===== src/rtl/ebwd_pkg.sv =====
// Package for the byte-to-word decoder: item types, command types, code constants
// and the small code helpers used by the front and back parts.
// Depends on nothing.
`timescale 1ns / 1ps

package ebwd_pkg;

  localparam int unsigned WordW   = 36;
  localparam int unsigned HalfW   = 18;
  localparam int unsigned CodeW   = 7;
  localparam int unsigned Slots   = 5;
  localparam int unsigned BinData = 4;

  // Byte values with a meaning of their own
  localparam logic [7:0] BYTE_MARKER_BASE = 8'o360;
  localparam logic [7:0] BYTE_TEXT_TOP    = 8'o200;
  localparam logic [7:0] BYTE_LF          = 8'o012;
  localparam logic [7:0] BYTE_CR          = 8'o015;
  localparam logic [7:0] BYTE_RUB         = 8'o177;
  localparam logic [7:0] BYTE_CR_ALONE    = 8'o356;
  localparam logic [7:0] BYTE_RUB_ALONE   = 8'o357;

  // 7-bit codes
  localparam logic [CodeW-1:0] CODE_LF   = 7'o012;
  localparam logic [CodeW-1:0] CODE_CR   = 7'o015;
  localparam logic [CodeW-1:0] CODE_RUB  = 7'o177;
  localparam logic [CodeW-1:0] CODE_BELL = 7'o007;
  localparam logic [CodeW-1:0] CODE_PAD  = 7'o003;

  localparam logic [3:0] MARKER_NIBBLE_MASK = 4'o17;

  typedef struct packed {
    logic       action;
    logic [7:0] data_byte;
  } in_item_t;

  typedef enum logic [1:0] {
    ST_OK     = 2'd0,
    ST_MARKER = 2'd1,
    ST_TRUNC  = 2'd2
  } status_e;

  typedef struct packed {
    logic [HalfW-1:0] left_half;
    logic [HalfW-1:0] right_half;
    status_e          status;
  } out_item_t;

  typedef enum logic [1:0] {
    CMD_TEXT,
    CMD_MARKER,
    CMD_RAW,
    CMD_END
  } cmd_kind_e;

  typedef struct packed {
    cmd_kind_e        kind;
    logic             two_codes;
    logic [CodeW-1:0] code_a;
    logic [CodeW-1:0] code_b;
    logic [7:0]       raw;
  } cmd_t;

  function automatic logic [CodeW-1:0] swap_cr_lf(input logic [CodeW-1:0] c);
    logic [CodeW-1:0] r;
    r = c;
    if (c == CODE_LF) begin
      r = CODE_CR;
    end else if (c == CODE_CR) begin
      r = CODE_LF;
    end
    return r;
  endfunction

  // Places a code in its slot of a text word, most significant slot first.
  function automatic logic [WordW-1:0] place_code(input logic [CodeW-1:0] c,
                                                 input logic [2:0] slot);
    logic [WordW-1:0] r;
    case (slot)
      3'd0:    r = {c, 29'b0};
      3'd1:    r = {7'b0, c, 22'b0};
      3'd2:    r = {14'b0, c, 15'b0};
      3'd3:    r = {21'b0, c, 8'b0};
      3'd4:    r = {28'b0, c, 1'b0};
      default: r = '0;
    endcase
    return r;
  endfunction

  // Pad code in every slot from the given one to the end of the word.
  function automatic logic [WordW-1:0] pad_fill(input logic [2:0] slot);
    logic [WordW-1:0] r;
    r = '0;
    for (int k = 0; k < Slots; k++) begin
      if (3'(k) >= slot) begin
        r = r | place_code(CODE_PAD, 3'(k));
      end
    end
    return r;
  endfunction

endpackage


===== src/rtl/ebwd_fifo.sv =====
// Small show-ahead queue built from registers, used between front and back parts
// and in front of the result ports. Depends on nothing.
`timescale 1ns / 1ps

module ebwd_fifo #(
  parameter int unsigned WIDTH = 8,
  parameter int unsigned DEPTH = 2
) (
  input  logic             clk_i,
  input  logic             rst_ni,
  input  logic             push_i,
  input  logic [WIDTH-1:0] wdata_i,
  output logic             full_o,
  input  logic             pop_i,
  output logic [WIDTH-1:0] rdata_o,
  output logic             empty_o
);

  localparam int unsigned PtrW = $clog2(DEPTH);
  localparam int unsigned CntW = $clog2(DEPTH + 1);

  logic [WIDTH-1:0] mem_q [DEPTH];
  logic [PtrW-1:0]  wr_ptr_q, wr_ptr_d;
  logic [PtrW-1:0]  rd_ptr_q, rd_ptr_d;
  logic [CntW-1:0]  count_q, count_d;
  logic             do_push, do_pop;

  assign full_o  = (count_q == CntW'(DEPTH));
  assign empty_o = (count_q == '0);
  assign do_push = push_i && !full_o;
  assign do_pop  = pop_i && !empty_o;
  assign rdata_o = mem_q[rd_ptr_q];

  always_comb begin
    wr_ptr_d = wr_ptr_q;
    rd_ptr_d = rd_ptr_q;
    count_d  = count_q;
    if (do_push) begin
      wr_ptr_d = (wr_ptr_q == PtrW'(DEPTH - 1)) ? '0 : wr_ptr_q + 1'b1;
    end
    if (do_pop) begin
      rd_ptr_d = (rd_ptr_q == PtrW'(DEPTH - 1)) ? '0 : rd_ptr_q + 1'b1;
    end
    if (do_push && !do_pop) begin
      count_d = count_q + 1'b1;
    end else if (do_pop && !do_push) begin
      count_d = count_q - 1'b1;
    end
  end

  always_ff @(posedge clk_i or negedge rst_ni) begin
    if (!rst_ni) begin
      wr_ptr_q <= '0;
      rd_ptr_q <= '0;
      count_q  <= '0;
    end else begin
      wr_ptr_q <= wr_ptr_d;
      rd_ptr_q <= rd_ptr_d;
      count_q  <= count_d;
    end
  end

  always_ff @(posedge clk_i) begin
    if (do_push) begin
      mem_q[wr_ptr_q] <= wdata_i;
    end
  end

endmodule


===== src/rtl/ebwd_front.sv =====
// Front part of the decoder: classifies each accepted byte into a command and
// maps text bytes to their one or two 7-bit codes. Depends on ebwd_pkg.
`timescale 1ns / 1ps

module ebwd_front import ebwd_pkg::*; (
  input  logic     clk_i,
  input  logic     rst_ni,
  input  in_item_t item_i,
  input  logic     accept_i,
  output cmd_t     cmd_o
);

  // Bytes still owed to a binary word; they are taken raw, whatever their value.
  logic [2:0] bin_left_q, bin_left_d;
  logic [7:0] b;

  assign b = item_i.data_byte;

  always_comb begin
    cmd_o           = '0;
    cmd_o.raw       = b;
    cmd_o.kind      = CMD_TEXT;
    cmd_o.two_codes = 1'b0;
    cmd_o.code_a    = b[6:0];
    cmd_o.code_b    = CODE_BELL;
    bin_left_d      = bin_left_q;

    if (item_i.action) begin
      cmd_o.kind = CMD_END;
      bin_left_d = '0;
    end else if (bin_left_q != '0) begin
      cmd_o.kind = CMD_RAW;
      bin_left_d = bin_left_q - 1'b1;
    end else if (b >= BYTE_MARKER_BASE) begin
      cmd_o.kind = CMD_MARKER;
      bin_left_d = 3'(BinData);
    end else if (b < BYTE_TEXT_TOP) begin
      if (b == BYTE_LF) begin
        cmd_o.code_a    = CODE_CR;
        cmd_o.code_b    = CODE_LF;
        cmd_o.two_codes = 1'b1;
      end else if (b == BYTE_CR) begin
        cmd_o.code_a = CODE_LF;
      end else if (b == BYTE_RUB) begin
        cmd_o.code_a    = CODE_RUB;
        cmd_o.code_b    = CODE_BELL;
        cmd_o.two_codes = 1'b1;
      end
    end else if (b == BYTE_CR_ALONE) begin
      cmd_o.code_a = CODE_CR;
    end else if (b == BYTE_RUB_ALONE) begin
      cmd_o.code_a = CODE_RUB;
    end else begin
      // Escaped range: rubout prefix, then the low seven bits with CR and LF swapped
      // and a bell turned into a second rubout.
      cmd_o.code_a    = CODE_RUB;
      cmd_o.code_b    = (b[6:0] == CODE_BELL) ? CODE_RUB : swap_cr_lf(b[6:0]);
      cmd_o.two_codes = 1'b1;
    end
  end

  always_ff @(posedge clk_i or negedge rst_ni) begin
    if (!rst_ni) begin
      bin_left_q <= '0;
    end else if (accept_i) begin
      bin_left_q <= bin_left_d;
    end
  end

endmodule


===== src/rtl/ebwd_back.sv =====
// Back part of the decoder: assembles text and binary words from commands and
// produces one result at most per command. Depends on ebwd_pkg.
`timescale 1ns / 1ps

module ebwd_back import ebwd_pkg::*; (
  input  logic      clk_i,
  input  logic      rst_ni,
  input  cmd_t      cmd_i,
  input  logic      cmd_valid_i,
  output logic      cmd_pop_o,
  input  logic      res_full_i,
  output logic      res_valid_o,
  output out_item_t res_o
);

  logic [WordW-1:0] acc_q, acc_d;
  logic [2:0]       slot_q, slot_d;
  logic             bin_mode_q, bin_mode_d;
  logic [2:0]       bin_cnt_q, bin_cnt_d;

  logic [WordW-1:0] word;
  status_e          status;
  logic             emit;
  logic [WordW-1:0] acc1;
  logic [2:0]       slot1;

  assign cmd_pop_o = cmd_valid_i && !res_full_i;

  always_comb begin
    acc_d      = acc_q;
    slot_d     = slot_q;
    bin_mode_d = bin_mode_q;
    bin_cnt_d  = bin_cnt_q;
    word       = '0;
    status     = ST_OK;
    emit       = 1'b0;
    acc1       = acc_q | place_code(cmd_i.code_a, slot_q);
    slot1      = slot_q + 1'b1;

    case (cmd_i.kind)
      CMD_END: begin
        if (bin_mode_q) begin
          emit   = 1'b1;
          status = ST_TRUNC;
        end else if (slot_q != '0) begin
          emit = 1'b1;
          word = acc_q | pad_fill(slot_q);
        end
        acc_d      = '0;
        slot_d     = '0;
        bin_mode_d = 1'b0;
        bin_cnt_d  = '0;
      end
      CMD_MARKER: begin
        if (slot_q != '0) begin
          emit   = 1'b1;
          status = ST_MARKER;
        end
        acc_d      = {32'b0, cmd_i.raw[3:0] & MARKER_NIBBLE_MASK};
        slot_d     = '0;
        bin_mode_d = 1'b1;
        bin_cnt_d  = '0;
      end
      CMD_RAW: begin
        acc_d     = {acc_q[WordW-9:0], cmd_i.raw};
        bin_cnt_d = bin_cnt_q + 1'b1;
        if (bin_cnt_q == 3'(BinData - 1)) begin
          emit       = 1'b1;
          word       = acc_d;
          acc_d      = '0;
          bin_mode_d = 1'b0;
          bin_cnt_d  = '0;
        end
      end
      default: begin
        // Text: the first code may finish the word, and the second then opens the next.
        if (slot1 == 3'(Slots)) begin
          emit   = 1'b1;
          word   = acc1;
          acc_d  = cmd_i.two_codes ? place_code(cmd_i.code_b, '0) : '0;
          slot_d = cmd_i.two_codes ? 3'd1 : 3'd0;
        end else if (cmd_i.two_codes) begin
          acc_d  = acc1 | place_code(cmd_i.code_b, slot1);
          slot_d = slot1 + 1'b1;
          if (slot_d == 3'(Slots)) begin
            emit   = 1'b1;
            word   = acc_d;
            acc_d  = '0;
            slot_d = '0;
          end
        end else begin
          acc_d  = acc1;
          slot_d = slot1;
        end
      end
    endcase
  end

  assign res_valid_o      = cmd_pop_o && emit;
  assign res_o.left_half  = word[WordW-1:HalfW];
  assign res_o.right_half = word[HalfW-1:0];
  assign res_o.status     = status;

  always_ff @(posedge clk_i or negedge rst_ni) begin
    if (!rst_ni) begin
      acc_q      <= '0;
      slot_q     <= '0;
      bin_mode_q <= 1'b0;
      bin_cnt_q  <= '0;
    end else if (cmd_pop_o) begin
      acc_q      <= acc_d;
      slot_q     <= slot_d;
      bin_mode_q <= bin_mode_d;
      bin_cnt_q  <= bin_cnt_d;
    end
  end

  a_slot_range: assert property (@(posedge clk_i) disable iff (!rst_ni)
    slot_q < 3'(Slots))
    else $error("text slot count out of range");

  a_mode_excl: assert property (@(posedge clk_i) disable iff (!rst_ni)
    bin_mode_q |-> (slot_q == '0))
    else $error("binary word assembled while text codes are held");

  a_bin_cnt: assert property (@(posedge clk_i) disable iff (!rst_ni)
    !bin_mode_q |-> (bin_cnt_q == '0))
    else $error("binary byte count left over outside a binary word");

  a_error_zero: assert property (@(posedge clk_i) disable iff (!rst_ni)
    (res_valid_o && (res_o.status != ST_OK)) |->
      (res_o.left_half == '0 && res_o.right_half == '0))
    else $error("error result carries a non-zero word");

  a_text_low_bit: assert property (@(posedge clk_i) disable iff (!rst_ni)
    (res_valid_o && cmd_i.kind == CMD_TEXT) |-> (res_o.right_half[0] == 1'b0))
    else $error("text word with low bit set");

endmodule


===== src/rtl/evacuated_byte_to_word_decoder.sv =====
// Top level of the byte-to-word decoder: front classifier, command queue, back
// assembler and result queue. Depends on ebwd_pkg, ebwd_front, ebwd_back, ebwd_fifo.
`timescale 1ns / 1ps

// Decodes a stream of 8-bit bytes into 36-bit words given as two 18-bit halves.
// One byte is taken every clock cycle while full is low; the back assembler handles
// one command per cycle while the result queue is not full, and sets that rate. Each
// accepted byte's command is registered in the command queue, each finished word in
// the result queue. A request with action high ends the stream: a partial text word is
// padded and delivered, a partial binary word is reported as truncated, and the front
// and back return to reset state. The command queue lets the front keep taking bytes
// while the result side stalls; the result queue keeps finished words until popped.

module evacuated_byte_to_word_decoder import ebwd_pkg::*; #(
  parameter int unsigned CMD_DEPTH = 2,
  parameter int unsigned RES_DEPTH = 2
) (
  input  logic      clk_i,
  input  logic      rst_ni,
  input  logic      push,
  output logic      full,
  input  in_item_t  in_item_i,
  output logic      empty,
  input  logic      pop,
  output out_item_t out_item_o
);

  localparam int unsigned CmdW = $bits(cmd_t);
  localparam int unsigned ResW = $bits(out_item_t);

  cmd_t            front_cmd;
  logic [CmdW-1:0] cmd_bits;
  cmd_t            back_cmd;
  logic            cmd_empty;
  logic            cmd_pop;
  logic            res_full;
  logic            res_valid;
  out_item_t       res;
  logic [ResW-1:0] res_bits;
  logic            accept;

  assign accept     = push && !full;
  assign back_cmd   = cmd_t'(cmd_bits);
  assign out_item_o = out_item_t'(res_bits);

  ebwd_front u_front (
    .clk_i    (clk_i),
    .rst_ni   (rst_ni),
    .item_i   (in_item_i),
    .accept_i (accept),
    .cmd_o    (front_cmd)
  );

  ebwd_fifo #(
    .WIDTH (CmdW),
    .DEPTH (CMD_DEPTH)
  ) u_cmd_fifo (
    .clk_i   (clk_i),
    .rst_ni  (rst_ni),
    .push_i  (push),
    .wdata_i (CmdW'(front_cmd)),
    .full_o  (full),
    .pop_i   (cmd_pop),
    .rdata_o (cmd_bits),
    .empty_o (cmd_empty)
  );

  ebwd_back u_back (
    .clk_i       (clk_i),
    .rst_ni      (rst_ni),
    .cmd_i       (back_cmd),
    .cmd_valid_i (!cmd_empty),
    .cmd_pop_o   (cmd_pop),
    .res_full_i  (res_full),
    .res_valid_o (res_valid),
    .res_o       (res)
  );

  ebwd_fifo #(
    .WIDTH (ResW),
    .DEPTH (RES_DEPTH)
  ) u_res_fifo (
    .clk_i   (clk_i),
    .rst_ni  (rst_ni),
    .push_i  (res_valid),
    .wdata_i (ResW'(res)),
    .full_o  (res_full),
    .pop_i   (pop),
    .rdata_o (res_bits),
    .empty_o (empty)
  );

endmodule

===== config.mk =====
export PLATFORM = sky130hd
export DESIGN_NAME = evacuated_byte_to_word_decoder
export DESIGN_NICKNAME = d
export VERILOG_FILES = /design/src/rtl/ebwd_pkg.sv /design/src/rtl/ebwd_fifo.sv /design/src/rtl/ebwd_front.sv /design/src/rtl/ebwd_back.sv /design/src/rtl/evacuated_byte_to_word_decoder.sv
export SDC_FILE = /design/constraint.sdc
export NUM_CORES = 1
export LEC_CHECK = 0
export ABC_AREA = 1
export BUFFER_PORTS_ARGS = -buffer_cell sky130_fd_sc_hd__buf_2
export CAP_MARGIN = 30
export CORE_UTILIZATION = 50
export DETAILED_ROUTE_END_ITERATION = 8
export PLACE_DENSITY_LB_ADDON = 0.12
export SETUP_SLACK_MARGIN = 0.3
export SYNTH_ARGS = -nofsm -noshare
export SYNTH_HDL_FRONTEND = slang
export SYNTH_HIERARCHICAL = 1
export SYNTH_SLANG_ARGS = --single-unit

===== constraint.sdc =====
create_clock -name clk_i -period 9.4 [get_ports clk_i]
set_input_delay 0.47 -clock clk_i [delete_from_list [all_inputs] [get_ports clk_i]]
set_output_delay 0.47 -clock clk_i [all_outputs]
set_load 0.01 [all_outputs]

* After elaboration in Yosys (flattened, before gate mapping) *
Memories as Yosys holds them, arrays and structs flattened.
Cells that the tools add are included.

word-level totals
  RAM bits = 126
  output and inout port bits = 40
  input bits = 13
  logic and storage cells = 208
  register bits = 54
  memories kept = 2

operators by class
  bitwise operators = 8
  $lt $le $gt $ge = 7
  reductions and logical operators = 35
  add/sub/neg operators = 12
  muxes and demuxes = 108
  equal/unequal tests = 25

memories
  name              words  bits a word  read ports  clocked after Yosys merged registers in  wr ports  RTL line         RTL
  u_res_fifo.mem_q  2      38           1           0                                        1         ebwd_fifo.sv:22  logic [WIDTH-1:0] mem_q [DEPTH];
  u_cmd_fifo.mem_q  2      25           1           0                                        1         ebwd_fifo.sv:22

operator list
  kind                   number
  $mux W36               49
  $pmux W36 S5           2
  $or A36 B36 Y36        7
  $pmux W36 S3           2
  $mux W15               6
  $mux W7                8
  $mux W31               1
  $mux W1                21
  $mux W3                7
  $eq A8 B4 Y1 const B   2
  $eq A8 B8 Y1 const B   2
  $eq A3 B2 Y1 const B   5
  $eq A7 B4 Y1 const B   2
  $mux W2                7
  $eq A3 B3 Y1 const B   4
  $pmux W3 S2            2
  $reduce_bool A3 Y1     4
  $logic_and A1 B1 Y1    10
  $add A3 B1 Y3 const B  3
  $eq A2 B2 Y1 const B   4
  $eq A8 B7 Y1 const B   1
  $ge A8 B8 Y1 const B   1
  $logic_not A1 Y1       8
  $lt A8 B8 Y1 const B   1
  other kinds (21)       36

* Depth between registers and ports, before layout *
Gate-level depths: netlist (run 1).

  depth in word-level cells = 29
  gate-level depth with buffers = 21
  mapped depth without buffers = 18

* Hierarchy *
The synthesis (run 1) kept the hierarchy.

by module, submodules not included
  module                          sequential area each (µm²)  times used  cells each  area an instance (µm²)
  ebwd_back                       1076.0                      1           678         4216.5
  ebwd_fifo (u_res_fifo)          2382.3                      1           230         2986.6
  ebwd_fifo (u_cmd_fifo)          1601.5                      1           162         2057.0
  ebwd_front                      75.1                        1           119         618.1
  evacuated_byte_to_word_decoder  0.0                         1           3           13.8

* Least setup slack after synthesis (run 1) *
OpenSTA, ideal clock, no wires.

  path kind = register to register
  from = reg u_back.slot_q[0]
  to = mem u_res_fifo/mem_q[1][0] in the netlist's numbering (enable)
  buffers on the path = 3
  required time = 8.967 ns
  stages on the path, launching flop included = 15
  path slack = 5.047 ns
  period minus slack after synthesis = 4.353 ns
  data arrival time = 3.920 ns
  setup time = 0.433 ns
  cell sequence = dfrtp_1 ha_1 nand2_1 nand2_1 buf_4 ha_1 nor2_1 nand2_1 nand2_4 nor2_1 buf_4 buf_6 nor3_1 o21ai_0 nor2_1

on the way
  cells in the longest elaborated chain, start to end = 11
  elaborated cells on any way between the ends = 15
  those cells by class = 2 x add/sub; 2 x eq/ne; 8 x mux; 3 x reduce/logical

ends and longest elaborated chain
  item                               RTL line                              RTL
  from (decl)                        ebwd_back.sv:17                       logic [2:0] slot_q, slot_d;
  from (signal assigned)             ebwd_back.sv:112                      slot_q <= slot_d;
  $add A3 B1 Y3                      ebwd_back.sv:38                       slot1 = slot_q + 1'b1;
  $add A3 B1 Y3                      ebwd_back.sv:84                       slot_d = slot1 + 1'b1;
  $eq A3 B3 Y1                       ebwd_back.sv:85                       if (slot_d == 3'(Slots)) begin
  $mux W1                            ebwd_back.sv:85
  $mux W1                            ebwd_back.sv:82                       end else if (cmd_i.two_codes) begin
  $mux W1                            ebwd_back.sv:77                       if (slot1 == 3'(Slots)) begin
  $pmux W1 S3 (*)                    ebwd_back.sv:40                       case (cmd_i.kind)
  $logic_and A1 B1 Y1 (*)            ebwd_back.sv:99                       assign res_valid_o = cmd_pop_o && emit;
  net res_valid                      evacuated_byte_to_word_decoder.sv:37  logic res_valid;
  $logic_and A1 B1 Y1 (*)            ebwd_fifo.sv:30                       assign do_push = push_i && !full_o;
  $mux W1 (*)                        ebwd_fifo.sv:64                       if (do_push) begin
  $mux W1 (not written as such) (*)  ebwd_fifo.sv:65                       mem_q[wr_ptr_q] <= wdata_i;
  to (decl)                          ebwd_fifo.sv:22

The timed path passes the listed nets; every way through them passes the cells marked *.

==> out/qor.yml, run 1 <==
status: "finished, final reports clean"
slew_headroom_pct: 33.3
cts_tree: "done"
diodes: 0
crit_type: "register to register"
hold_ws_ns: 0.173
leakage_nw: 4.85
yosys-top-cells-area: "edfxtp_1 (38%), nand2_1 (15%), dfrtp_1 (14%), inv_1 (4.7%), nand3_1 (4.6%)"
drtIter0Drc: 788
start_kind: "register"
wl_per_cell_um: 17.4
crit_path_max_fanout: 45
cts-resized-gates: 0
dr.pass1.iters: 5
min_period_ns: 4.12
power.density_mw_per_mm2: 378
hold_class: "primary input to async pin"
syn_area_mm2: 0.00989
path_clk_slew_ns: 0.07
clk_path_buf_depth: 2
fin_worst_skew_ns: 0.0149
cp-endpoint: "u_res_fifo/mem_q[0][13]$_DFFE_PP_"
num-fill-cells: 1810
grt_pass1_vias: 7744
regToRegEndpoint: "u_res_fifo/mem_q[0][13]$_DFFE_PP_"
cp.arrival_ns: 4.19
root_buffer: "clkbuf_16"
syn_nets: 1221
track_usage_pct: 27.3
clock.fmax_mhz: 243
seqCellArea_mm2: 0.00513
vdd_drop_max_mv: 0.164
vias: 8328
period_share_pct: 43.8
drive_gt1_share_pct: 10.4
postCtsSetupBuffers: 0
port_buffers: 52
reg2regPathDepth: 14
synth_seq_area_share_pct: 51.9
finalSetupTns_ns: 0
die_area_mm2: 0.0204
htree_num_levels: 4
gp_congestion: 0.907
antenna_left: 0
rsz0062_at_grt: "no"
final_util_pct: 56.3
antenna_found_initial: 0
clk_latency_ns: 0.44
worstPathRequired_ns: 9.47
hold_viol_final: 0
rrSetupSlack_ns: 5.28
grt_max_degree: 55
synth_top_area_share_pct: 38.2
syn_to_final_growth_pct: 10.4
yosys_warnings: 6
drc: 0
finalSetupViolCount: 0
gr-total-overflow: 0
crit_start: "u_cmd_fifo/rd_ptr_q$_DFFE_PN0P_"
grt_pass1_wl_um: 41700
die_h_um: 143
r2r_start: "u_cmd_fifo/rd_ptr_q$_DFFE_PN0P_"
multi_input_area_mm2: 0.00394
worst_pin_slew_ns: 0.997
ys_ff_latch: 180
core_area_mm2: 0.0194
maxCapViolCount: 0
clock-sinks: 180
io_pins: 53
ctsHoldBuffers: 0
netlist_instances: 1192
start_util_pct: 51.0
final_nets: 1245
numCtsBuffers: 17
yosys.area.top_type: "edfxtp_1"
fp.dieW_um: 143
finalWirelength_um: 26000
dp_hpwl_um: 17300
synth_area_per_cell_um2: 8.30
maxSlewViolCount: 0
synth_cell_types: 40
num_rows: 51
viasPerCell: 5.57
worst_setup_path_end_kind: "register"
## critical path, stage by stage (launching register included)
cell and delay [ns]:
dfrtp_1 0.39, inv_2 0.34, nand2_1 0.10, nand2_1 0.13, inv_1 0.09, ha_1 0.38, inv_2 0.52, buf_4 0.54
nor2_1 0.13, nor3_1 0.24, inv_1 0.07, nor2_1 0.14, nand2_1 0.08, inv_1 0.06, buf_4 0.45
## worst min path at each step
stage,from,end,slack [ns],cells after the start
3_3_place_gp,u_cmd_fifo/wr_ptr_q$_DFFE_PN0P_,u_cmd_fifo/wr_ptr_q$_DFFE_PN0P_,0.47,2
5_1_grt,rst_ni,u_front/bin_left_q[2]$_DFFE_PN0P_,0.23,2
2_1_floorplan,rst_ni,u_back/acc_q[0]$_DFFE_PN0P_,0.17,0
4_1_cts,rst_ni,u_front/bin_left_q[2]$_DFFE_PN0P_,0.21,2
3_5_place_dp,u_back/bin_cnt_q[0]$_DFFE_PN0P_,u_back/bin_cnt_q[0]$_DFFE_PN0P_,0.47,1
6_report,rst_ni,u_front/bin_left_q[2]$_DFFE_PN0P_,0.17,2
## layer usage
metal  global-route usage (%)  vias up  wire, µm
met2                     43.7      336     12100
met4                     13.2        0       970
met5                        0        -         0
met3                     4.36       61      1790
li1                         -     4032         -
met1                     36.3     3899     11100
## cells in the mapped netlist
cell	instances
nor2_2	9
o21ai_0	74
a22oi_1	14
o311ai_0	1
o2111ai_1	1
a211oi_1	1
nand2_2	2
nand3b_1	2
o21ai_2	1
nor3_1	2
a32oi_1	1
edfxtp_1	126
clkinv_1	4
inv_1	124
xnor2_1	3
o21bai_1	10
a31o_2	1
inv_2	8
nor2_8	1
ha_1	16
nand2_4	1
buf_4	17
a21boi_0	1
a21oi_1	34
nor2_4	2
o211ai_1	25
nor4_1	1
o31ai_1	1
clkbuf_1	29
buf_6	3
buf_2	12
o221ai_1	5
nand3_1	90
dfrtp_1	54
o21ai_1	9
nor2_1	76
nand3_2	1
a31oi_1	37
nand4_1	8
nand2_1	385
## flip-flops by register name, indices dropped and copies added, names as in the netlist
name,count
u_back/acc_q,36
u_back/bin_cnt_q,3
u_back/bin_mode_q,1
u_back/slot_q,3
u_cmd_fifo/count_q,2
u_cmd_fifo/mem_q,50
u_cmd_fifo/rd_ptr_q,1
u_cmd_fifo/wr_ptr_q,1
u_front/bin_left_q,3
u_res_fifo/count_q,2
u_res_fifo/mem_q,76
u_res_fifo/rd_ptr_q,1
u_res_fifo/wr_ptr_q,1
## power by group
part	switching [mW]	internal (mW)
Clock	0.319	0.434
Combinational	1.43	0.585
Sequential	0.160	1.20
## area by class of cell
cell class / count / share of cell area (%)
Clock buffer: 18 / 4.02
Clock inverter: 14 / 1.72
Sequential cell: 180 / 47.0
Tap cell: 265 / 3.03
Timing Repair Buffer: 66 / 3.53
Multi-Input combinational cell: 815 / 36.0
Inverter: 136 / 4.67
## kinds of logic after synthesis
family	share of synthesized area, %
and+or+nand+nor	24.2
AOI/OAI and AO/OA	13.1
buffers and inverters	8.50
DFF	51.9
adders and majority gates	2.02
xor gates and xnor gates	0.266
## per-stage QoR
stage	total power [mW]	setup slack (ns)	cell area, µm²	std cells
floorplan	2.75	5.05	9890	1192
global placement	3.31	5.41	10300	1461
detailed placement	3.35	5.31	10300	1462
CTS	4.11	5.29	10900	1494
global route	4.44	4.90	10900	1494
finish	4.13	5.28	10900	1494
## cells in the final DEF (no fill, tap or decap), types with 16 or more instances in the layout
master | netlist | routed
dfrtp_1 | 54 | 54
nand2_1 | 385 | 385
clkbuf_16 | 0 | 17
a31oi_1 | 37 | 37
buf_2 | 12 | 52
nand3_1 | 90 | 90
o211ai_1 | 25 | 25
inv_1 | 124 | 124
o21ai_0 | 74 | 74
ha_1 | 16 | 16
a21oi_1 | 34 | 34
edfxtp_1 | 126 | 126
nor2_1 | 76 | 72
(Power assumes the default switching activity.)
==> run 2, diff against run 1 <==
==> constraint.sdc (replaced) <==
create_clock -name clk_i -period 4.1 [get_ports clk_i]
set_input_delay 0.205 -clock clk_i [delete_from_list [all_inputs] [get_ports clk_i]]
set_output_delay 0.205 -clock clk_i [all_outputs]
set_load 0.01 [all_outputs]
==> out/qor.yml, run 2 (synthesis gave the netlist of run 1 again) <==
status: "finished, final reports clean"
grt_max_degree: 52  # -5.5%
vdd_drop_max_mv: 0.376  # +130%
rsz0062_at_grt: "no"
diodes: 0  # unchanged
layout_commonest_cell: "nand2_1"
start_util_pct: 51.0  # unchanged
die_area_mm2: 0.0204  # unchanged
viasPerCell: 5.57  # about the same
antenna_left: 0  # unchanged
wl_per_cell_um: 17.4  # +0.27%
finalSetupViolCount: 0  # unchanged
syn_to_final_growth_pct: 11.4
io_pins: 53  # unchanged
clock-sinks: 180  # unchanged
num-fill-cells: 1806  # -0.22%
worstPathRequired_ns: 4.24  # -5.23 ns
dr.pass1.iters: 6  # +1
start_kind: "register"
hp-start: "pop"
finalSetupTns_ns: 0  # unchanged
root_buffer: "clkbuf_16"
min_period_ns: 3.42  # -0.695 ns
gp_congestion: 0.923  # +1.7%
finalWirelength_um: 26200  # +0.94%
drtIter0Drc: 707  # -10%
hold_viol_final: 0  # unchanged
cts_tree: "done"
top_register: "u_res_fifo/mem_q"
ctsHoldBuffers: 2  # +2
vias: 8377  # +0.59%
r2r_start: "u_back/slot_q[0]$_DFFE_PN0P_"
dp_hpwl_um: 17500  # +1.3%
hold_class: "primary input to register"
maxSlewViolCount: 0  # unchanged
postCtsSetupBuffers: 0  # unchanged
largest_reg_flops: 76  # unchanged
rrSetupSlack_ns: 0.68  # -4.61 ns
gr-total-overflow: 0  # unchanged
slew_headroom_pct: 47.5  # +14 points
grt_pass1_vias: 7686  # -0.75%
maxCapViolCount: 0  # unchanged
cts-resized-gates: 0  # unchanged
most-common-layout-cells: "nand2_1 (385), edfxtp_1 (126), inv_1 (124)"
antenna_found_initial: 0  # unchanged
clock.fmax_mhz: 292  # +20%
leakage_nw: 4.92  # +1.3%
port_buffers: 52  # unchanged
num_rows: 51  # unchanged
crit_path_max_fanout: 28  # -38%
crit_type: "register to register"
htree_num_levels: 4  # unchanged
worst_pin_slew_ns: 0.778  # -0.220 ns
clk_path_buf_depth: 2  # unchanged
period_share_pct: 83.5  # +40 points
die_h_um: 143  # unchanged
whs_path_depth: 3
path_clk_slew_ns: 0.07  # about the same
track_usage_pct: 27.2  # -0.10 points
hold_ws_ns: 0.0254  # -0.148 ns
regToRegEndpoint: "u_res_fifo/mem_q[1][11]$_DFFE_PP_"
reg2regPathDepth: 13  # -1
numCtsBuffers: 17  # unchanged
final_nets: 1255  # +0.80%
grt_pass1_wl_um: 41800  # +0.28%
cp.arrival_ns: 3.56  # -0.63 ns
fp.dieW_um: 143  # unchanged
power.density_mw_per_mm2: 866  # +130%
clk_latency_ns: 0.44  # about the same
reg.largest.list: "u_res_fifo/mem_q: 76 flops, u_cmd_fifo/mem_q: 50 flops, u_back/acc_q: 36 flops"
drc: 0  # unchanged
core_area_mm2: 0.0194  # unchanged
fin_worst_skew_ns: 0.00850  # -0.00642 ns
worst_setup_path_end_kind: "register"
holdPathEnd: "u_res_fifo/rd_ptr_q$_DFFE_PN0P_"
drive_gt1_share_pct: 11.1  # +0.64 points
-- run 2: report_power, final --
group / switching (mW) / internal, mW / leakage (nW) / total [mW]
clock network: 0.724 / 1.02 / 0.315 / 1.75
logic: 3.29 / 1.39 / 2.76 / 4.68
registers: 0.372 / 2.74 / 1.84 / 3.12
total: 4.38 / 5.16 / 4.92 / 9.54
-- run 2: worst max-delay path by stage --
stage	startpoint	end	slack (ns)	cells after the start
2_1_floorplan	u_back/slot_q[0]$_DFFE_PN0P_	u_res_fifo/mem_q[1][0]$_DFFE_PP_	0.36	14
3_3_place_gp	u_back/slot_q[0]$_DFFE_PN0P_	u_res_fifo/mem_q[1][4]$_DFFE_PP_	0.86	13
3_5_place_dp	u_back/slot_q[0]$_DFFE_PN0P_	u_res_fifo/mem_q[1][4]$_DFFE_PP_	0.75	13
4_1_cts	u_back/slot_q[0]$_DFFE_PN0P_	u_res_fifo/mem_q[1][4]$_DFFE_PP_	0.74	13
5_1_grt	u_back/slot_q[0]$_DFFE_PN0P_	u_res_fifo/mem_q[1][8]$_DFFE_PP_	0.44	13
6_report	u_back/slot_q[0]$_DFFE_PN0P_	u_res_fifo/mem_q[1][11]$_DFFE_PP_	0.68	13
-- run 2: area by class of cell --
cell class                      instances  area [µm²]  share of cell area (%)
Sequential cell                       180        5130                    46.6
Multi-Input combinational cell        815        3930                    35.7
Inverter                              136         510                    4.63
Timing Repair Buffer                   76         478                    4.34
Clock buffer                           19         464                    4.21
Tap cell                              265         332                    3.01
Clock inverter                         13         169                    1.53
-- run 2: per-stage QoR --
| stage | worst slack (ns) | utilization, % | cell area, µm² | cells | power [mW] |
|---|---|---|---|---|---|
| 2_1_floorplan | 0.360 | - | 9890 | 1192 | 6.30 |
| 3_3_place_gp | 0.864 | 53.3 | 10300 | 1469 | 7.65 |
| 5_1_grt | 0.443 | 56.8 | 11000 | 1504 | 10.2 |
| 6_report | 0.677 | 56.8 | 11000 | 1504 | 9.54 |
| 4_1_cts | 0.741 | 56.8 | 11000 | 1504 | 9.49 |
| 3_5_place_dp | 0.748 | 53.5 | 10400 | 1470 | 7.73 |
-- run 2: worst max-delay path, cell delays in order (launching register included) --
cell and delay [ns]:
dfrtp_1 0.47, ha_1 0.26, inv_1 0.08, nand2_1 0.07, nand2_1 0.34, ha_1 0.32, nor2_1 0.16, nand2_1 0.11
nand2_4 0.15, nor2_2 0.05, nor3_1 0.25, o21ai_0 0.23, nor2_4 0.35, buf_12 0.24
-- run 2: metal layers --
layer	part of all wire (%)	wire length (µm)	vias to the layer above	GRT usage, %
li1	-	-	4057	-
met1	44	11400	3887	36.7
met2	46	12000	374	42.9
met3	7.2	1890	59	5.03
met4	3.5	907	0	11.9
met5	0	0	-	0
==> run 3, diff against run 2 <==
==> constraint.sdc (replaced) <==
create_clock -name clk_i -period 3.57 [get_ports clk_i]
set_input_delay 0.1785 -clock clk_i [delete_from_list [all_inputs] [get_ports clk_i]]
set_output_delay 0.1785 -clock clk_i [all_outputs]
set_load 0.01 [all_outputs]
==> out/qor.yml, run 3 (synthesis gave the netlist of run 1 again) <==
switching_share_pct: 46.7  # +0.76 points
worst_setup_path_end_kind: "register"
start_util_pct: 51.0  # unchanged
numCtsBuffers: 17  # unchanged
crit_chain: "ha_1 > inv_1 > nand2_1 > nand2_1 > ha_1 > nor2_1 > nand2_1 > nand2_4 > nor2_1 > nor3_4 > inv_1 > nor2_1 > nand2_1 > clkinvlp_4 > buf_12"
wl_per_cell_um: 17.3  # -0.67%
core_area_mm2: 0.0194  # unchanged
power_frac_seq_pct: 32.5  # -0.2 points
rsz0062_at_grt: "no"
start_kind: "register"
slew_headroom_pct: 51.5  # +4.0 points
largest_reg_flops: 76  # unchanged
port_buffers: 52  # unchanged
drc: 0  # unchanged
crit_type: "register to register"
hold_class: "primary input to register"
crit_top_cell: "nand2_1"
grt_pass1_vias: 7500  # -2.4%
gp_congestion: 0.928  # +0.61%
cp.arrival_ns: 3.14  # -0.42 ns
cts_tree: "done"
crit_path_max_fanout: 38  # +36%
min_period_ns: 3.03  # -0.394 ns
maxCapViolCount: 0  # unchanged
clk_latency_ns: 0.43  # about the same
worstPathRequired_ns: 3.68  # -0.56 ns
dp_hpwl_um: 17400  # -0.46%
final_nets: 1257  # +0.16%
clock.fmax_mhz: 330  # +13%
path_clk_slew_ns: 0.07  # about the same
root_buffer: "clkbuf_16"
viasPerCell: 5.54  # -0.47%
leakage_nw: 4.90  # -0.35%
most-common-layout-cells: "nand2_1 (385), edfxtp_1 (126), inv_1 (123)"
fin_worst_skew_ns: 0.0121  # +0.00356 ns
vias: 8349  # -0.33%
postCtsSetupBuffers: 0  # unchanged
drive_gt1_share_pct: 11.2  # +0.14 points
htree_num_levels: 4  # unchanged
internal_power_mw: 5.81  # +13%
grt_max_degree: 80  # +54%
clock-sinks: 180  # unchanged
syn_to_final_growth_pct: 11.7
reg.largest.list: "u_res_fifo/mem_q: 76 flops, u_cmd_fifo/mem_q: 50 flops, u_back/acc_q: 36 flops"
stdcell_count: 1506  # +0.13%
vdd_drop_max_mv: 0.409  # +9.0%
hold_viol_final: 0  # unchanged
crit_slowest_cell: "dfrtp_1"
top_register: "u_res_fifo/mem_q"
layout_commonest_cell: "nand2_1"
finalSetupViolCount: 0  # unchanged
dr.pass1.iters: 5  # -1
maxSlewViolCount: 0  # unchanged
power_frac_comb_pct: 50.3  # +1.3 points
antenna_found_initial: 0  # unchanged
num-fill-cells: 1810  # +0.22%
dp.cells: 1471  # +0.068%
finalSetupTns_ns: 0  # unchanged
power_frac_clock_pct: 17.1  # -1.2 points
use_met3_pct: 6.17  # +1.1 points
status: "finished, final reports clean"
finalWirelength_um: 26100  # -0.54%
seqCellArea_mm2: 0.00513  # unchanged
switching_power_mw: 5.09  # +16%
power.density_mw_per_mm2: 986  # +14%
period_share_pct: 84.8  # +1.4 points
met2_usage_pct: 41.6  # -1.2 points
gr-total-overflow: 0  # unchanged
die_area_mm2: 0.0204  # unchanged
grt_pass1_wl_um: 41000  # -2.0%
fp.dieW_um: 143  # unchanged
rrSetupSlack_ns: 0.54  # -0.14 ns
met1_usage_pct: 36.6  # -0.16 points
drtIter0Drc: 742  # +5.0%
grt_busiest_layer: "met2"
io_pins: 53  # unchanged
multi_input_area_mm2: 0.00395  # +0.32%
diodes: 0  # unchanged
track_usage_pct: 27.0  # -0.19 points
critPathMaxStageDelay_ns: 0.48  # about the same
hold_ws_ns: 0.0193  # -0.00609 ns
num_rows: 51  # unchanged
clk_path_buf_depth: 2  # unchanged
antenna_left: 0  # unchanged
worst_pin_slew_ns: 0.722  # -0.0562 ns
final_area_mm2: 0.0110  # +0.22%
die_h_um: 143  # unchanged
dpl_cell_area_mm2: 0.0104  # +0.53%
[run 3: worst max-delay path: cells and delay by family (launching register included)]
family                     cells  cell delay (ns)
and+or+nand+nor                9             1.19
adders and majority gates      2             0.55
DFF                            1             0.48
buffers and inverters          4             0.45
[run 3: what timing repair did]
action                                  CTS  global route
endpoints found under the hold margin    39             0
hold buffers                              3             0
endpoints found under the setup margin    0            38
gates resized for setup                   0             1
[run 3: path summary, 6_finish.rpt]
path / from / endpoint / cells after the start
max reg2reg: u_back/slot_q[0]$_DFFE_PN0P_ / u_res_fifo/mem_q[0][0]$_DFFE_PP_ / 15
min: in_item_i[4] / u_cmd_fifo/mem_q[0][4]$_DFFE_PP_ / 1
min in group asynchronous: rst_ni / u_back/bin_cnt_q[2]$_DFFE_PN0P_ / 2
max: u_back/slot_q[0]$_DFFE_PN0P_ / u_res_fifo/mem_q[0][0]$_DFFE_PP_ / 15
min reg2reg: u_back/bin_cnt_q[0]$_DFFE_PN0P_ / u_back/bin_cnt_q[0]$_DFFE_PN0P_ / 1
max in group asynchronous: rst_ni / u_back/acc_q[12]$_DFFE_PN0P_ / 4
[run 3: power by group through the flow]
| stage | Sequential, mW | Clock, mW | Combinational (mW) |
|---|---|---|---|
| after global routing | 3.62 | 1.99 | 6.11 |
| final | 3.55 | 1.87 | 5.48 |
| after global placement | 3.57 | 0 | 5.32 |
| after CTS | 3.54 | 1.90 | 5.41 |
| after detailed placement | 3.57 | 0 | 5.39 |
| after floorplan | 3.47 | 0 | 3.79 |
[run 3: area by class of cell]
class	count	area share, %
flip-flops and latches	180	46.5
repair buffers	78	4.83
inverters	136	4.66
multi-input cells	815	35.7
well taps	265	3.00
clock buffers	19	4.01
clock inverters	13	1.29
[run 3: layer usage]
layer / vias up / wire, µm
met4: 0 / 769
li1: 4053 / -
met1: 3884 / 11300
met3: 50 / 1960
met2: 362 / 12000
met5: - / 0
[run 3: through the flow]
step / power [mW] / util (%) / setup slack [ns]
global route: 11.7 / 56.9 / 0.319
detailed placement: 8.97 / 53.7 / 0.480
global placement: 8.89 / 53.5 / 0.521
finish: 10.9 / 56.9 / 0.541
CTS: 10.9 / 56.9 / 0.460
floorplan: 7.26 / - / 0.306
